===== config.mk =====
export PLATFORM = sky130hd
export DESIGN_NAME = camera_status_frame_parser_core
export DESIGN_NICKNAME = d
export VERILOG_FILES = /design/src/sv/csfp_pkg.sv /design/src/sv/csfp_frame_decode.sv /design/src/sv/camera_status_frame_parser_core.sv
export SDC_FILE = /design/constraint.sdc
export NUM_CORES = 1
export LEC_CHECK = 0
export BUFFER_PORTS_ARGS = -buffer_cell sky130_fd_sc_hd__buf_2
export CAP_MARGIN = 10
export CORE_ASPECT_RATIO = 2
export CORE_UTILIZATION = 40
export CTS_CLUSTER_DIAMETER = 50
export DETAILED_ROUTE_END_ITERATION = 8
export SETUP_SLACK_MARGIN = 0.5
export SYNTH_ARGS = -nofsm -noshare
export SYNTH_HDL_FRONTEND = slang
export SYNTH_HIERARCHICAL = 1
export SYNTH_SLANG_ARGS = --single-unit

===== constraint.sdc =====
create_clock -name clock -period 12.95 [get_ports clock]
set_input_delay 1.9425 -clock clock [delete_from_list [all_inputs] [get_ports clock]]
set_output_delay 1.9425 -clock clock [all_outputs]
set_load 0.01 [all_outputs]

===== src/sv/csfp_pkg.sv =====
// shared types and constants for the camera status frame parser
package csfp_pkg;

   // frame markers
   localparam logic [7:0] HDR_BYTE       = 8'hAA;
   localparam logic [7:0] FRAME_LEN_BASE = 8'h0A;
   localparam logic [7:0] FRAME_LEN_ZOOM = 8'h0B;
   localparam logic [7:0] FRAME_LEN_LAMP = 8'h0C;
   localparam logic [7:0] FRAME_LEN_ANGL = 8'h10;

   // packet byte positions
   localparam logic [4:0] POS_FIRST    = 5'd2;
   localparam logic [4:0] POS_FOV_HI   = 5'd2;
   localparam logic [4:0] POS_FOV_LO   = 5'd3;
   localparam logic [4:0] POS_FOCUS_HI = 5'd4;
   localparam logic [4:0] POS_FOCUS_LO = 5'd5;
   localparam logic [4:0] POS_STAT_LO  = 5'd6;
   localparam logic [4:0] POS_STAT_HI  = 5'd7;
   localparam logic [4:0] POS_SENSOR   = 5'd8;
   localparam logic [4:0] POS_VERSION  = 5'd9;
   localparam logic [4:0] POS_EXTRA1   = 5'd10;
   localparam logic [4:0] POS_EXTRA2   = 5'd11;
   localparam logic [4:0] POS_ROLL_HI  = 5'd12;
   localparam logic [4:0] POS_ROLL_LO  = 5'd13;
   localparam logic [4:0] POS_PITCH_HI = 5'd14;
   localparam logic [4:0] POS_PITCH_LO = 5'd15;

   // focus mode codes
   localparam logic [1:0] FMODE_MANUAL = 2'd1;
   localparam logic [1:0] FMODE_AUTO   = 2'd2;

   // configuration register indexes
   localparam logic CSR_FOV_EN   = 1'b0;
   localparam logic CSR_FOCUS_EN = 1'b1;

   localparam int RSP_BITS  = 108;
   localparam int RSP_BYTES = (RSP_BITS + 7) / 8;
   localparam int RSP_WIDTH = RSP_BYTES * 8;

   typedef enum logic [1:0] {
      PH_HUNT    = 2'd0,
      PH_LEN     = 2'd1,
      PH_PAYLOAD = 2'd2
   } phase_type;

   typedef struct packed {
      logic fov_en;
      logic focus_en;
   } enable_type;

   // first member sits in the highest bits
   typedef struct packed {
      logic [15:0] pitch_hundredths;
      logic [15:0] roll_hundredths;
      logic [1:0]  image_type;
      logic        illuminator_on;
      logic        digital_zoom_on;
      logic [6:0]  picture_levels;
      logic [7:0]  board_version;
      logic [7:0]  sensor_code;
      logic        focus_auto;
      logic [15:0] status_word;
      logic [15:0] focus_position;
      logic [15:0] fov_position;
   } status_type;

   localparam status_type STATUS_RESET = '{
      pitch_hundredths: 16'h0000, roll_hundredths: 16'h0000, image_type: 2'b00,
      illuminator_on: 1'b0, digital_zoom_on: 1'b0, picture_levels: 7'h00,
      board_version: 8'h00, sensor_code: 8'h00, focus_auto: 1'b1,
      status_word: 16'h0000, focus_position: 16'h0000, fov_position: 16'h0000};

endpackage


===== src/sv/csfp_frame_decode.sv =====
// frame sync, byte position tracking and held status update
module csfp_frame_decode (
   input  logic                  clock,
   input  logic                  reset,
   input  logic                  accept,
   input  logic [7:0]            rx_byte,
   input  csfp_pkg::enable_type  enable,
   output logic                  frame_done,
   output csfp_pkg::status_type  snapshot
);

   csfp_pkg::phase_type  phase_ff, phase_in;
   logic [4:0]           pos_ff, pos_in;
   logic [4:0]           total_ff, total_in;
   logic [7:0]           temp_ff, temp_in;
   csfp_pkg::status_type hold_ff, hold_in;
   logic                 len_ok;
   logic                 is_zoom, is_lamp, is_angl;
   logic                 done;

   always_ff @(posedge clock) begin
      if (reset) begin
         phase_ff <= csfp_pkg::PH_HUNT;
         pos_ff   <= '0;
         total_ff <= '0;
         temp_ff  <= '0;
         hold_ff  <= csfp_pkg::STATUS_RESET;
      end else if (accept) begin
         phase_ff <= phase_in;
         pos_ff   <= pos_in;
         total_ff <= total_in;
         temp_ff  <= temp_in;
         hold_ff  <= hold_in;
      end
   end

   assign len_ok = (rx_byte == csfp_pkg::FRAME_LEN_BASE) || (rx_byte == csfp_pkg::FRAME_LEN_ZOOM)
                || (rx_byte == csfp_pkg::FRAME_LEN_LAMP) || (rx_byte == csfp_pkg::FRAME_LEN_ANGL);
   assign is_zoom = ({3'b000, total_ff} == csfp_pkg::FRAME_LEN_ZOOM);
   assign is_lamp = ({3'b000, total_ff} == csfp_pkg::FRAME_LEN_LAMP);
   assign is_angl = ({3'b000, total_ff} == csfp_pkg::FRAME_LEN_ANGL);

   always_comb begin
      phase_in = phase_ff;
      pos_in   = pos_ff;
      total_in = total_ff;
      temp_in  = temp_ff;
      hold_in  = hold_ff;
      done     = 1'b0;
      case (phase_ff)
         csfp_pkg::PH_LEN: begin
            if (len_ok) begin
               total_in = rx_byte[4:0];
               pos_in   = csfp_pkg::POS_FIRST;
               phase_in = csfp_pkg::PH_PAYLOAD;
            end else begin
               phase_in = csfp_pkg::PH_HUNT;
            end
         end
         csfp_pkg::PH_PAYLOAD: begin
            case (pos_ff)
               csfp_pkg::POS_FOV_HI, csfp_pkg::POS_FOCUS_HI, csfp_pkg::POS_STAT_LO,
               csfp_pkg::POS_ROLL_HI, csfp_pkg::POS_PITCH_HI: begin
                  temp_in = rx_byte;
               end
               csfp_pkg::POS_FOV_LO: begin
                  if (enable.fov_en) hold_in.fov_position = {temp_ff, rx_byte};
               end
               csfp_pkg::POS_FOCUS_LO: begin
                  if (enable.focus_en) hold_in.focus_position = {temp_ff, rx_byte};
               end
               csfp_pkg::POS_STAT_HI: begin
                  // status word arrives little-endian
                  hold_in.status_word = {rx_byte, temp_ff};
                  if (temp_ff[5:4] == csfp_pkg::FMODE_AUTO) begin
                     hold_in.focus_auto = 1'b1;
                  end else if (temp_ff[5:4] == csfp_pkg::FMODE_MANUAL) begin
                     hold_in.focus_auto = 1'b0;
                  end
               end
               csfp_pkg::POS_SENSOR: begin
                  hold_in.sensor_code = rx_byte;
               end
               csfp_pkg::POS_VERSION: begin
                  hold_in.board_version = rx_byte;
               end
               csfp_pkg::POS_EXTRA1: begin
                  if (is_zoom || is_lamp) hold_in.picture_levels = rx_byte[6:0];
                  if (is_zoom) hold_in.digital_zoom_on = rx_byte[7];
                  if (is_lamp) hold_in.illuminator_on = rx_byte[7];
               end
               csfp_pkg::POS_EXTRA2: begin
                  if (is_lamp) begin
                     hold_in.image_type      = rx_byte[1:0];
                     hold_in.digital_zoom_on = rx_byte[2];
                  end
               end
               csfp_pkg::POS_ROLL_LO: begin
                  if (is_angl) hold_in.roll_hundredths = {temp_ff, rx_byte};
               end
               csfp_pkg::POS_PITCH_LO: begin
                  if (is_angl) hold_in.pitch_hundredths = {temp_ff, rx_byte};
               end
               default: begin
               end
            endcase
            // payload runs over packet bytes 2 .. total+1
            if (pos_ff < 5'(total_ff + 5'd1)) begin
               pos_in = 5'(pos_ff + 5'd1);
            end else begin
               done     = 1'b1;
               phase_in = csfp_pkg::PH_HUNT;
               pos_in   = '0;
            end
         end
         default: begin
            phase_in = (rx_byte == csfp_pkg::HDR_BYTE) ? csfp_pkg::PH_LEN : csfp_pkg::PH_HUNT;
         end
      endcase
   end

   assign frame_done = done;
   assign snapshot   = hold_in;

endmodule


===== src/sv/camera_status_frame_parser_core.sv =====
// camera status frame parser top level: handshake, config and result register
//
// channel  | ports        | width | carries
// ---------+--------------+-------+------------------------------------------
// req      | req_t*       | 8     | one received serial byte per transfer
// rsp      | rsp_t*       | 112   | status snapshot, one per completed frame
// csr      | csr_*        | 1     | fov / focus update enables, write only
//
// one byte per cycle while no held result stalls; each byte is decoded when
// accepted, and a finished frame lands in the result register on that edge
// the result register is the only storage between the two sides, so a byte is
// taken while a result waits as long as the sink takes it in that cycle
// a held result blocks further bytes only while rsp_tready is low
// synchronous reset: hunting for header, enables set, status cleared except
// focus_auto, which comes up as auto
module camera_status_frame_parser_core (
   input  logic                           clock,
   input  logic                           reset,
   // byte input
   input  logic                           req_tvalid,
   output logic                           req_tready,
   input  logic [7:0]                     req_tdata,   // rx_byte[7:0]
   // result output
   output logic                           rsp_tvalid,
   input  logic                           rsp_tready,
   // fov_position[15:0] focus_position[31:16] status_word[47:32] focus_auto[48]
   // sensor_code[56:49] board_version[64:57] picture_levels[71:65]
   // digital_zoom_on[72] illuminator_on[73] image_type[75:74]
   // roll_hundredths[91:76] pitch_hundredths[107:92] zero[111:108]
   output logic [csfp_pkg::RSP_WIDTH-1:0] rsp_tdata,
   // configuration writes
   input  logic                           csr_we,
   input  logic                           csr_index,
   input  logic                           csr_wdata
);

   csfp_pkg::enable_type enable_ff;
   csfp_pkg::status_type rsp_data_ff;
   csfp_pkg::status_type snapshot;
   logic                 rsp_valid_ff;
   logic                 accept;
   logic                 frame_done;

   // enables, sampled by the decoder when the low byte of each value lands
   always_ff @(posedge clock) begin
      if (reset) begin
         enable_ff <= '{fov_en: 1'b1, focus_en: 1'b1};
      end else if (csr_we) begin
         case (csr_index)
            csfp_pkg::CSR_FOV_EN:   enable_ff.fov_en   <= csr_wdata;
            csfp_pkg::CSR_FOCUS_EN: enable_ff.focus_en <= csr_wdata;
            default: begin
            end
         endcase
      end
   end

   // take a byte whenever the result slot is empty or draining this cycle
   assign req_tready = !rsp_valid_ff || rsp_tready;
   assign accept     = req_tvalid && req_tready;

   csfp_frame_decode u_decode (
      .clock      (clock),
      .reset      (reset),
      .accept     (accept),
      .rx_byte    (req_tdata),
      .enable     (enable_ff),
      .frame_done (frame_done),
      .snapshot   (snapshot)
   );

   // result register
   always_ff @(posedge clock) begin
      if (reset) begin
         rsp_valid_ff <= 1'b0;
      end else if (accept && frame_done) begin
         rsp_valid_ff <= 1'b1;
      end else if (rsp_tready) begin
         rsp_valid_ff <= 1'b0;
      end
   end

   always_ff @(posedge clock) begin
      if (accept && frame_done) begin
         rsp_data_ff <= snapshot;
      end
   end

   assign rsp_tvalid = rsp_valid_ff;
   assign rsp_tdata  = {{(csfp_pkg::RSP_WIDTH - csfp_pkg::RSP_BITS){1'b0}}, rsp_data_ff};

endmodule


=== Word-level counts from Yosys, hierarchy flattened ===
Cells that the tools add are included.

* Input port bits: 15
* Flip-flop bits (word level): 239
* Logic and storage cells: 114
* Output and inout bits: 114

* Bitwise logic cells: 1
* $lt $le $gt $ge: 1
* $add $sub $neg: 2
* Reductions and logical operators: 17
* Equality and inequality tests: 28
* Multiplexer cells: 34

{| class="wikitable"
|+ Operators with widths
! operator !! count
|-
| $mux 16 || 8
|-
| $mux 108 || 1
|-
| $eq 5x4->1 const B || 10
|-
| $eq 8x4->1 const B || 3
|-
| $eq 5x3->1 const B || 4
|-
| $mux 17 || 1
|-
| $mux 8 || 2
|-
| $mux 7 || 2
|-
| $mux 1 || 11
|-
| $add 5x1->5 const B || 2
|-
| $eq 5x2->1 const B || 2
|-
| $mux 5 || 2
|-
| $pmux 5 s2 || 1
|-
| $reduce_and 3->1 || 3
|-
| $eq 8x5->1 const B || 1
|-
| $eq 8x8->1 const B || 1
|-
| $mux 2 || 4
|-
| $reduce_and 2->1 || 3
|-
| $eq 5x5->1 const B || 1
|-
| $logic_or 1x1->1 || 5
|-
| $lt 5x5->1 || 1
|-
| $reduce_or 5->1 || 1
|-
| $eq 2x1->1 const B || 2
|-
| $eq 2x2->1 const B || 2
|-
| 8 further kinds || 10
|}

=== Longest topological paths before layout ===
Gate-level depths: netlist (run 1).

* Depth after elaboration: 6
* Gate-level depth with buffers: 10
* Gate-level depth less buffers: 10

=== Cells and area by module ===
The synthesis (run 1) kept the hierarchy.

{| class="wikitable"
|+ Modules (own cells, without submodules)
! module !! times used !! area an instance (µm²) !! cells an instance !! sequential area each (µm²)
|-
| csfp_frame_decode || 1 || 6551.3 || 758 || 2562.5
|-
| camera_status_frame_parser_core || 1 || 3417.0 || 127 || 3303.2
|}

=== Least setup slack after synthesis (run 1) ===
OpenSTA, ideal clock, no wires.

* Path kind: input-to-reg
* Start: input port rsp_tready
* End: register rsp_data_ff (netlist bit rsp_tdata[0]) (enable)
* Buffers on the path: 0
* Library setup time: 589 ps
* Slack: 5496 ps
* Data arrival time: 6865 ps
* Stages: 2
* Path through: nand2b_4 -> nor2b_1

* Cells in the longest elaborated chain, start to end: 3

{| class="wikitable"
|+ RTL lines
! what !! line !! text
|-
| from (decl) || camera_status_frame_parser_core.sv:25 || <nowiki>input logic rsp_tready,</nowiki>
|-
| $logic_or 1x1->1 || camera_status_frame_parser_core.sv:59 || <nowiki>assign req_tready = !rsp_valid_ff || rsp_tready;</nowiki>
|-
| $logic_and 1x1->1 || camera_status_frame_parser_core.sv:60 || <nowiki>assign accept = req_tvalid && req_tready;</nowiki>
|-
| $logic_and 1x1->1 || camera_status_frame_parser_core.sv:84 || <nowiki>if (accept && frame_done) begin</nowiki>
|-
| to (signal assigned) || camera_status_frame_parser_core.sv:85 || <nowiki>rsp_data_ff <= snapshot;</nowiki>
|-
| to (decl) || camera_status_frame_parser_core.sv:38 || <nowiki>csfp_pkg::status_type rsp_data_ff;</nowiki>
|}

No other way between the ends.
A chain may end at the register's enable or synchronous reset.

=== Worst setup path in the final report (run 1) ===
* Start: input port rsp_tready
* End: output port req_tready

* Cells in the longest elaborated chain, start to end: 1

{| class="wikitable"
|+ RTL lines
! what !! line !! text
|-
| $logic_or 1x1->1 || camera_status_frame_parser_core.sv:59 ||
|-
| to (decl) || camera_status_frame_parser_core.sv:21 || <nowiki>output logic req_tready,</nowiki>
|}

No other way between the ends.

==> results of run 1 <==
==> synth_stat cells, drive strengths merged (3+ instances only) <==
| library cell | number | area [um2] |
|---|---|---|
| nand2 | 158 | 596 |
| dfxtp | 131 | 2620 |
| edfxtp | 108 | 3240 |
| mux2 | 102 | 1150 |
| a21oi | 94 | 478 |
| nor2 | 54 | 208 |
| mux2i | 42 | 420 |
| buf | 37 | 204 |
| clkbuf | 36 | 135 |
| nand3 | 20 | 110 |
| o21ai | 14 | 70.1 |
| ha | 13 | 163 |
| inv | 13 | 48.8 |
| and2 | 8 | 50.1 |
| nor2b | 7 | 51.3 |
| nand2b | 3 | 26.3 |
| nand4 | 3 | 25.0 |
| or2 | 3 | 18.8 |
==> kinds of logic after synthesis <==
| group | after synthesis |
|---|---|
| other | 1 |
| multiplexers | 144 |
| AO/OA/AOI/OAI | 123 |
| XOR/XNOR | 3 |
| adder cells (fa/ha/maj) | 13 |
| AND/OR/NAND/NOR | 276 |
| flip-flops | 239 |
| buffers and inverters | 86 |
==> registers in the layout, summed over array words and instances, names as in the netlist <==
name and cells:
enable_ff 2, rsp_tvalid 1, u_decode/pos_ff 5, u_decode/hold_ff 108, rsp_tdata 108, u_decode/phase_ff 2, u_decode/total_ff 5, u_decode/temp_ff 8
==> worst max-delay path, delay by kind of cell <==
kind                   cells  cell delay, ns
buffers and inverters      2            0.24
AND/OR/NAND/NOR            1            0.14
==> worst paths after layout <==
| path | to | depth (start not counted) | from |
|---|---|---|---|
| setup / recovery | req_tready | 3 | rsp_tready |
| hold / removal | u_decode/hold_ff[91]$_SDFFE_PP0P_ | 2 | u_decode/hold_ff[91]$_SDFFE_PP0P_ |
| setup reg to reg | rsp_tdata[102]$_DFFE_PP_ | 11 | u_decode/total_ff[0]$_SDFFE_PP0P_ |
| hold reg to reg | u_decode/hold_ff[91]$_SDFFE_PP0P_ | 2 | u_decode/hold_ff[91]$_SDFFE_PP0P_ |
==> power by group through the flow <==
stage	logic [W]	registers [W]	clock network [W]
final	0.0000256	0.000782	0.000636
after floorplan	0.0000166	0.000798	0
after global routing	0.0000274	0.000781	0.000679
after detailed placement	0.0000258	0.000799	0
after CTS	0.0000259	0.000782	0.000650
after global placement	0.0000254	0.000799	0
==> metal layers <==
layer	vias to the layer above	global-route usage [%]	part of all wire, %	wire length (um)
met5	-	0	0	0
met4	0	7.72	3.5	817
met3	50	2.34	3.8	881
met2	167	33.9	54	12600
met1	3193	20.0	38	8910
li1	3218	-	-	-
==> per-stage QoR <==
step	instance area, um2	hold WS (ns)	total power, W	instances	utilization (%)
floorplan	9980	0.428	0.000815	888	-
global placement	10700	0.435	0.000824	1274	43.8
detailed placement	10700	0.441	0.000825	1274	43.8
CTS	11400	0.451	0.00146	1311	46.6
global route	11400	0.466	0.00149	1311	46.6
finish	11400	0.448	0.00144	1311	46.6
==> area by class of cell <==
| type | count | area (um2) | area share, % |
|---|---|---|---|
| Clock inverter | 12 | 133 | 1.16 |
| Timing Repair Buffer | 127 | 646 | 5.67 |
| Clock buffer | 25 | 551 | 4.83 |
| Multi-Input combinational cell | 563 | 3730 | 32.8 |
| Sequential cell | 239 | 5870 | 51.5 |
| Inverter | 13 | 48.8 | 0.428 |
| Tap cell | 332 | 415 | 3.65 |
==> run metrics, run 1 <==
required time worst endpoint 11.01 ns; share of cells above drive strength 1 a little over a quarter; CP max-delay cell nand2b_4; Compound-Gate Fraction of Synth Area under 10%; I/O Buffers roughly 120; FMAX 235 MHz; DP HPWL 14900 um; Residual DRC 0; std cell rows ~80; worst vdd ir roughly 0.069 mV; Setup Crit Path Kind primary input to output port; Area Overhead vs Synth 14.3%; Yosys warnings 6; Combinational Power Share ~1.8%; post-cts repair resize count 0; flops & latches, synth about 240; Final WS setup ~8.7 ns; clk_skew 0.0137 ns; DR iter-0 viols about 340; CTS Root Cell clkbuf_16; Core ar. 24400 um2; via-per-instance ratio between 5 and 6; crit-path max cell delay 0.14 ns; largest family of logic cells by synthesized area multiplexers; Die Width between 100 and 150 um; status completed; proportion of synthesized area in mux cells roughly 16%; commonest non-fill, non-tap cell in the layout nand2_1; largest net degree at the start of global routing just over 70; Final Hold Fails 0; Critical Path Sink Type output port; Max clock buf depth 3; drt pass-1 iters 5; overall routed net length 23200 um; post-layout min period about 4.3 ns; switching pwr roughly 0.0003 W; arrival time at the worst endpoint between 2 and 2.5 ns; max_cap viols 0; sequential area share after synthesis 58.8%; I/O pin count about 130; number of setup buffers added after CTS 0; Post-Synthesis Cell Area around 10000 um2; crit-path max FO 4; adder-cell share of the synthesized area 1.63%; clk sink count roughly 240; Die Y approximately 230 um; fin crit share roughly a third; EDFF count, synth roughly 110; CP startpoint kind primary input; TNS Setup 0 ns; pre-CTS setup slack 8.44 ns; antenna-violating nets left 0; final setup fails 0; NumNets Final slightly below 1000; Num CTS Buffers 21; HP Class flip-flop to flip-flop; Int Pwr between 0.001 and 0.0015 W; Synth Area in XOR/XNOR less than 1%; P_leak around 4.3 nW; clock slew at reported path FFs ~0.07 ns; slew margin rel. 24.9%; Sequential Power Share 54.2%; total congestion overflow 0; via count of the first global-routing pass about 6400; filler cell count in the final layout about 2300; total die area roughly 26000 um2; reg-to-reg setup timing slack 9.86 ns; RSZ-0062 raised after global routing no; most frequent cells in the layout nand2_1, dfxtp_1, buf_2; number of diodes 0; CP cell instances buf_2 -> nand2b_4 -> buf_2; Synth Area in Simple Gates 12.7%; CTS Hold Bufs 0; Final Max Tran Viols 0; Pwr Density 127 nW/um2; DR WL/cell ~18 um; first-pass GRT wire length around 35000 um; htree depth 1; Clock Latency Late Sink roughly 0.51 ns; Clock power frac between 40% and 50%; most frequent CP cell buf_2; Main synth FF type dfxtp_1; CTS tree done; Synth Area per Inst about 11 um2; GRT Total Usage about 18%; Netlist cell types 61; initial antenna violation count 0; Syn Inst Count 885; total number of vias 6628; switching share of total power roughly a fifth; Synth async-reset ratio 0%; Initial Util 40.8%; placer's final routability congestion estimate 0.826; Worst Tran Pin Value roughly 1.1 ns
No activity file was read; power rests on OpenSTA's default activity.
==> inputs of run 2 (changes only) <==
clock period = 4.1 ns   (was 12.95 ns; I/O delays follow)
==> run metrics, run 2 (synthesis results as in run 1) <==
Util after Layout 47.0% (+0.35 points); Tot Pwr 0.00460 W (+220%); crit-path max cell delay 0.42 ns (+0.28 ns); FMAX between 300 and 400 MHz; worst vdd ir 0.259 mV (+280%); Hold Crit Depth 2 (unchanged); I/O pin count 129 (unchanged); I/O Buffers 124 (unchanged); clk_skew 0.0157 ns (+0.00192 ns); Worst Tran Pin Value 1.08 ns (-0.0438 ns); most frequent cells in the layout nand2_1, dfxtp_1, buf_2; status completed; Worst Path Buf+Inv 1 (-1); P_leak 4.38 nW (+0.79%); wl on met1 8900 um (-0.15%); Residual DRC 0 (unchanged); Final Max Tran Viols 0 (unchanged); initial antenna violation count 0 (unchanged); switching share of total power 20.7% (+0.30 points); CP cell instances ha_2 -> nand3_1 -> xor2_1 -> ha_1 -> nand3_1 -> a21oi_2 -> nor3_1 -> nor2b_1 -> nand2_1 -> nor2b_4 -> buf_12; clk sink count 239 (unchanged); first-pass GRT wire length 36100 um (+1.8%); Num CTS Buffers 21 (unchanged); Sequential Power Share 53.7% (-0.5 points); delay-heaviest family, CP simple AND/OR/NAND/NOR gates; r2r endpoint rsp_tdata[67]$_DFFE_PP_; Worst Setup SP u_decode/total_ff[1]$_SDFFE_PP0P_; placer's final routability congestion estimate 0.818 (-0.99%); RSZ-0062 raised after global routing no; CP startpoint kind flip-flop; via count of the first global-routing pass 6416 (+0.38%); Clock power frac 44.4% (+0.3 points); total congestion overflow 0 (unchanged); slew margin rel. 27.8% (+2.9 points); HP Class primary input to flip-flop; FF-to-FF path depth 11 (unchanged); largest net degree at the start of global routing 71 (unchanged); max_cap viols 0 (unchanged); total die area 25600 um2 (unchanged); DR iter-0 viols 328 (-4.4%); Die Y 225 um (unchanged); DP HPWL 15300 um (+2.6%); total number of vias 6639 (+0.17%); drt pass-1 iters 4 (-1); Worst Hold Launch csr_we; Die Width 114 um (unchanged); fin crit share ~70%; Max clock buf depth 3 (unchanged); CTS Root Cell clkbuf_16; GRT Total Usage 18.6% (+0.49 points); reg2reg start u_decode/total_ff[1]$_SDFFE_PP0P_; CTS Hold Bufs 0 (unchanged); post-layout min period 2.88 ns; clock slew at reported path FFs 0.07 ns (about the same); Area Overhead vs Synth 15.1%; final setup fails 0 (unchanged); Met2 Wirelength 12900 um (+2.4%); Combinational Power Share 1.9% (about the same); Hold Path End enable_ff[0]$_SDFFE_PP1P_; commonest non-fill, non-tap cell in the layout nand2_1; Setup Crit Path Kind flip-flop to flip-flop; Int Pwr 0.00364 W (+220%); Clock Latency Late Sink 0.52 ns (about the same); number of diodes 0 (unchanged); number of setup buffers added after CTS 0 (unchanged); arrival time at the worst endpoint 3.05 ns (+0.73 ns); Critical Path Sink Type flip-flop; std cell rows 81 (unchanged); overall routed net length 23700 um (+2.1%); switching pwr 0.000951 W (+220%); most frequent CP cell nand3_1; cell area after layout 11500 um2 (+0.75%); htree depth 1 (unchanged); Top Layer Used met4; TNS Setup 0 ns (unchanged); Core ar. 24400 um2 (unchanged); required time worst endpoint 4.27 ns (-6.74 ns); met3 WL 1050 um (+20%); NumNets Final 999 (+0.60%); Final Hold Fails 0 (unchanged); DR WL/cell 18.0 um (+1.6%); via-per-instance ratio 5.04 (-0.37%); CTS tree done; Initial Util 40.8% (unchanged); reg-to-reg setup timing slack 1.22 ns (-8.64 ns); Placement Cell Area 10800 um2 (+0.61%); share of cells above drive strength 1 27.8% (+0.92 points); crit-path max FO 70 (+66); post-cts repair resize count 0 (unchanged); antenna-violating nets left 0 (unchanged); Pwr Density 400 nW/um2 (+220%); CP max-delay cell nor2b_4
## run 2: cell types whose count changed in the layout (fill, tap and decap cells not counted), moves of 2 or more
cell	before	now
buf_4	4	9
clkinv_1	4	2
clkinv_2	4	2
inv_6	0	2
## run 2: layout make-up
cell class | instances | area (um2)
Sequential cell | 239 | 5870
Timing Repair Buffer | 133 | 703
Fill cell | 2313 | 12900
Inverter | 13 | 48.8
Tap cell | 332 | 415
Clock inverter | 12 | 149
Clock buffer | 26 | 554
Multi-Input combinational cell | 563 | 3740
## run 2: routing by layer
metal  vias to the layer above  GRT usage, %
li1                       3233             -
met1                      3202          20.7
met2                       161          34.5
met3                        43          2.23
met4                         0          8.45
met5                         -             0
## run 2: worst max path at each step
stage                                         end  depth (start not counted)
after detailed placement  rsp_tdata[67]$_DFFE_PP_                         11
after floorplan            rsp_tdata[0]$_DFFE_PP_                         10
after CTS                 rsp_tdata[67]$_DFFE_PP_                         11
after global routing      rsp_tdata[67]$_DFFE_PP_                         11
after global placement    rsp_tdata[59]$_DFFE_PP_                         11
final                     rsp_tdata[67]$_DFFE_PP_                         11
## run 2: metrics by stage
step | hold slack (ns) | setup slack [ns] | std cells
after floorplan | 0.428 | 0.516 | 888
after global placement | 0.435 | 1.26 | 1280
after detailed placement | 0.440 | 1.20 | 1280
final | 0.338 | 1.22 | 1318
after CTS | 0.320 | 1.21 | 1318
after global routing | 0.352 | 1.02 | 1318
## run 2: power by group through the flow
stage               Clock [W]  Combinational [W]  Sequential [W]
CTS                   0.00209          0.0000870         0.00247
floorplan                   0          0.0000525         0.00252
detailed placement          0          0.0000870         0.00252
global route          0.00219          0.0000916         0.00247
finish                0.00204          0.0000854         0.00247
global placement            0          0.0000866         0.00252
==> inputs of run 3 (changes only) <==
clock period = 2.6 ns   (was 4.1 ns; I/O delays follow)
==> run metrics, run 3 (synthesis results as in run 1) <==
status completed; slew margin rel. 36.6% (+8.8 points); CP endpoint rsp_tdata[53]$_DFFE_PP_; overall routed net length 24700 um (+4.1%); Pwr Density 603 nW/um2 (+51%); most frequent cells in the layout nand2_1, dfxtp_1, buf_2; NumNets Final 1040 (+4.1%); Combinational Power Share 2.1% (+0.2 points); CTS Hold Bufs 0 (unchanged); Num CTS Buffers 22 (+4.8%); initial antenna violation count 0 (unchanged); Critical Path Sink Type flip-flop; GRT Total Usage 19.1% (+0.54 points); Worst Setup SP u_decode/total_ff[0]$_SDFFE_PP0P_; max_cap viols 0 (unchanged); clk sink count 239 (unchanged); htree depth 1 (unchanged); cell area after layout 12100 um2 (+5.7%); HP Class primary input to flip-flop; fin crit share 94.1% (+24 points); pre-CTS setup slack 0.107 ns (-1.09 ns); via-per-instance ratio 5.05 (+0.20%); total congestion overflow 0 (unchanged); GR met1 Demand/Resource 20.2% (-0.48 points); switching pwr 0.00153 W (+61%); r2r endpoint rsp_tdata[53]$_DFFE_PP_; clock slew at reported path FFs 0.07 ns (about the same); met2 GRT Util 37.1% (+2.5 points); arrival time at the worst endpoint 2.70 ns (-0.35 ns); Final Max Tran Viols 0 (unchanged); Initial Util 40.8% (unchanged); post-layout min period 2.45 ns (-0.429 ns); DR WL/cell 18.1 um (+0.87%); crit-path max FO 11 (-84%); reg-to-reg setup timing slack 0.15 ns (-1.07 ns); FMAX 409 MHz (+18%); CTS Root Cell clkbuf_16; FF-to-FF path depth 13 (+2); Final WS setup 0.153 ns (-1.07 ns); Setup Crit Path Kind flip-flop to flip-flop; via count of the first global-routing pass 6450 (+0.53%); Clock power frac 44.7% (+0.3 points); commonest non-fill, non-tap cell in the layout nand2_1; Worst Path Buf+Inv 3 (+2); I/O pin count 129 (unchanged); DP HPWL 15700 um (+2.5%); CP startpoint kind flip-flop; layer with the highest usage met2; RSZ-0062 raised after global routing yes; Sequential Power Share 53.2% (-0.5 points); share of cells above drive strength 1 32.7% (+4.9 points); critical path depth 13 (+2); met3 usage 1.94% (-0.30 points); drt pass-1 iters 5 (+1); CP cell instances ha_4 -> nand3_2 -> xor2_1 -> ha_1 -> nand3_2 -> a21oi_4 -> nor3_2 -> nor2b_1 -> nand2_1 -> nor2b_4 -> buf_12 -> buf_12 -> buf_16; largest net degree at the start of global routing 83 (+17%); delay-heaviest family, CP simple AND/OR/NAND/NOR gates; worst vdd ir 0.514 mV (+98%); Core ar. 24400 um2 (unchanged); number of diodes 0 (unchanged); Final Hold Fails 0 (unchanged); total number of vias 6864 (+3.4%); required time worst endpoint 2.85 ns (-1.42 ns); Die Width 114 um (unchanged); DR iter-0 viols 336 (+2.4%); Tot Pwr 0.00732 W (+59%); std cell rows 81 (unchanged); final setup fails 0 (unchanged); P_leak 4.68 nW (+6.8%); crit-path max cell delay 0.37 ns (-0.05 ns); Die Y 225 um (unchanged); Residual DRC 0 (unchanged); clk_skew 0.0383 ns (+0.0226 ns); first-pass GRT wire length 36800 um (+2.0%); Placement Cell Area 11000 um2 (+2.1%); Area Overhead vs Synth 21.7%; reg2reg start u_decode/total_ff[0]$_SDFFE_PP0P_; antenna-violating nets left 0 (unchanged); switching share of total power 20.9% (+0.19 points); CP max-delay cell dfxtp_4; Max clock buf depth 3 (unchanged); I/O Buffers 124 (unchanged); total die area 25600 um2 (unchanged); placer's final routability congestion estimate 0.872 (+6.5%); Int Pwr 0.00579 W (+59%); CTS tree done; Clock Latency Late Sink 0.54 ns (+0.02 ns); Worst Tran Pin Value 0.951 ns (-0.132 ns)
[run 3: changes by cell type in the layout (fill, tap and decap cells not counted), sizes merged]
cell / change
o2111ai: +1
buf: +39
inv: -1
clkinvlp: -1
clkinv: +4
[run 3: metal layers]
| layer | vias up | share of wire, % |
|---|---|---|
| met1 | 3296 | 37 |
| met5 | - | 0 |
| met2 | 176 | 56 |
| li1 | 3343 | - |
| met3 | 49 | 3.4 |
| met4 | 0 | 3.7 |
[run 3: area by class of cell]
| class | count | area [um2] |
|---|---|---|
| inverters | 13 | 48.8 |
| well taps | 332 | 415 |
| repair buffers | 172 | 1180 |
| clock buffers | 26 | 566 |
| flip-flops and latches | 239 | 5880 |
| multi-input cells | 564 | 3890 |
| clock inverters | 14 | 155 |
| fillers | 2195 | 12300 |
[run 3: timing repair]
action,4_1_cts,5_1_grt
setup buffers,9,3
resized for setup,20,23
pin swaps,1,5
endpoints found under the setup margin,194,220
gates cloned,5,1
[run 3: how the worst min path moves through the flow]
stage	start	to	slack, ns	cells after the start
after floorplan	u_decode/hold_ff[76]$_SDFFE_PP0P_	u_decode/hold_ff[76]$_SDFFE_PP0P_	0.43	2
after global placement	u_decode/hold_ff[76]$_SDFFE_PP0P_	u_decode/hold_ff[76]$_SDFFE_PP0P_	0.44	2
after detailed placement	u_decode/hold_ff[90]$_SDFFE_PP0P_	u_decode/hold_ff[90]$_SDFFE_PP0P_	0.44	2
after CTS	csr_we	enable_ff[0]$_SDFFE_PP1P_	0.08	2
after global routing	csr_we	enable_ff[0]$_SDFFE_PP1P_	0.09	2
final	csr_we	enable_ff[0]$_SDFFE_PP1P_	0.1	2
[run 3: metrics by stage]
| stage | hold slack [ns] | std cells | utilization (%) | TNS, ns |
|---|---|---|---|---|
| 5_1_grt | 0.0894 | 1360 | 49.7 | 0 |
| 4_1_cts | 0.0815 | 1356 | 49.2 | 0 |
| 3_3_place_gp | 0.435 | 1302 | 45.0 | 0 |
| 2_1_floorplan | 0.428 | 888 | - | -100.35 |
| 6_report | 0.0952 | 1360 | 49.7 | 0 |
| 3_5_place_dp | 0.440 | 1302 | 45.0 | 0 |
[run 3: power by group through the flow]
stage          clock network, W  logic (W)  registers [W]
6_report                0.00327   0.000151        0.00389
5_1_grt                 0.00349   0.000159        0.00389
4_1_cts                 0.00335   0.000149        0.00389
3_5_place_dp                  0   0.000148        0.00398
3_3_place_gp                  0   0.000148        0.00398
2_1_floorplan                 0  0.0000828        0.00398
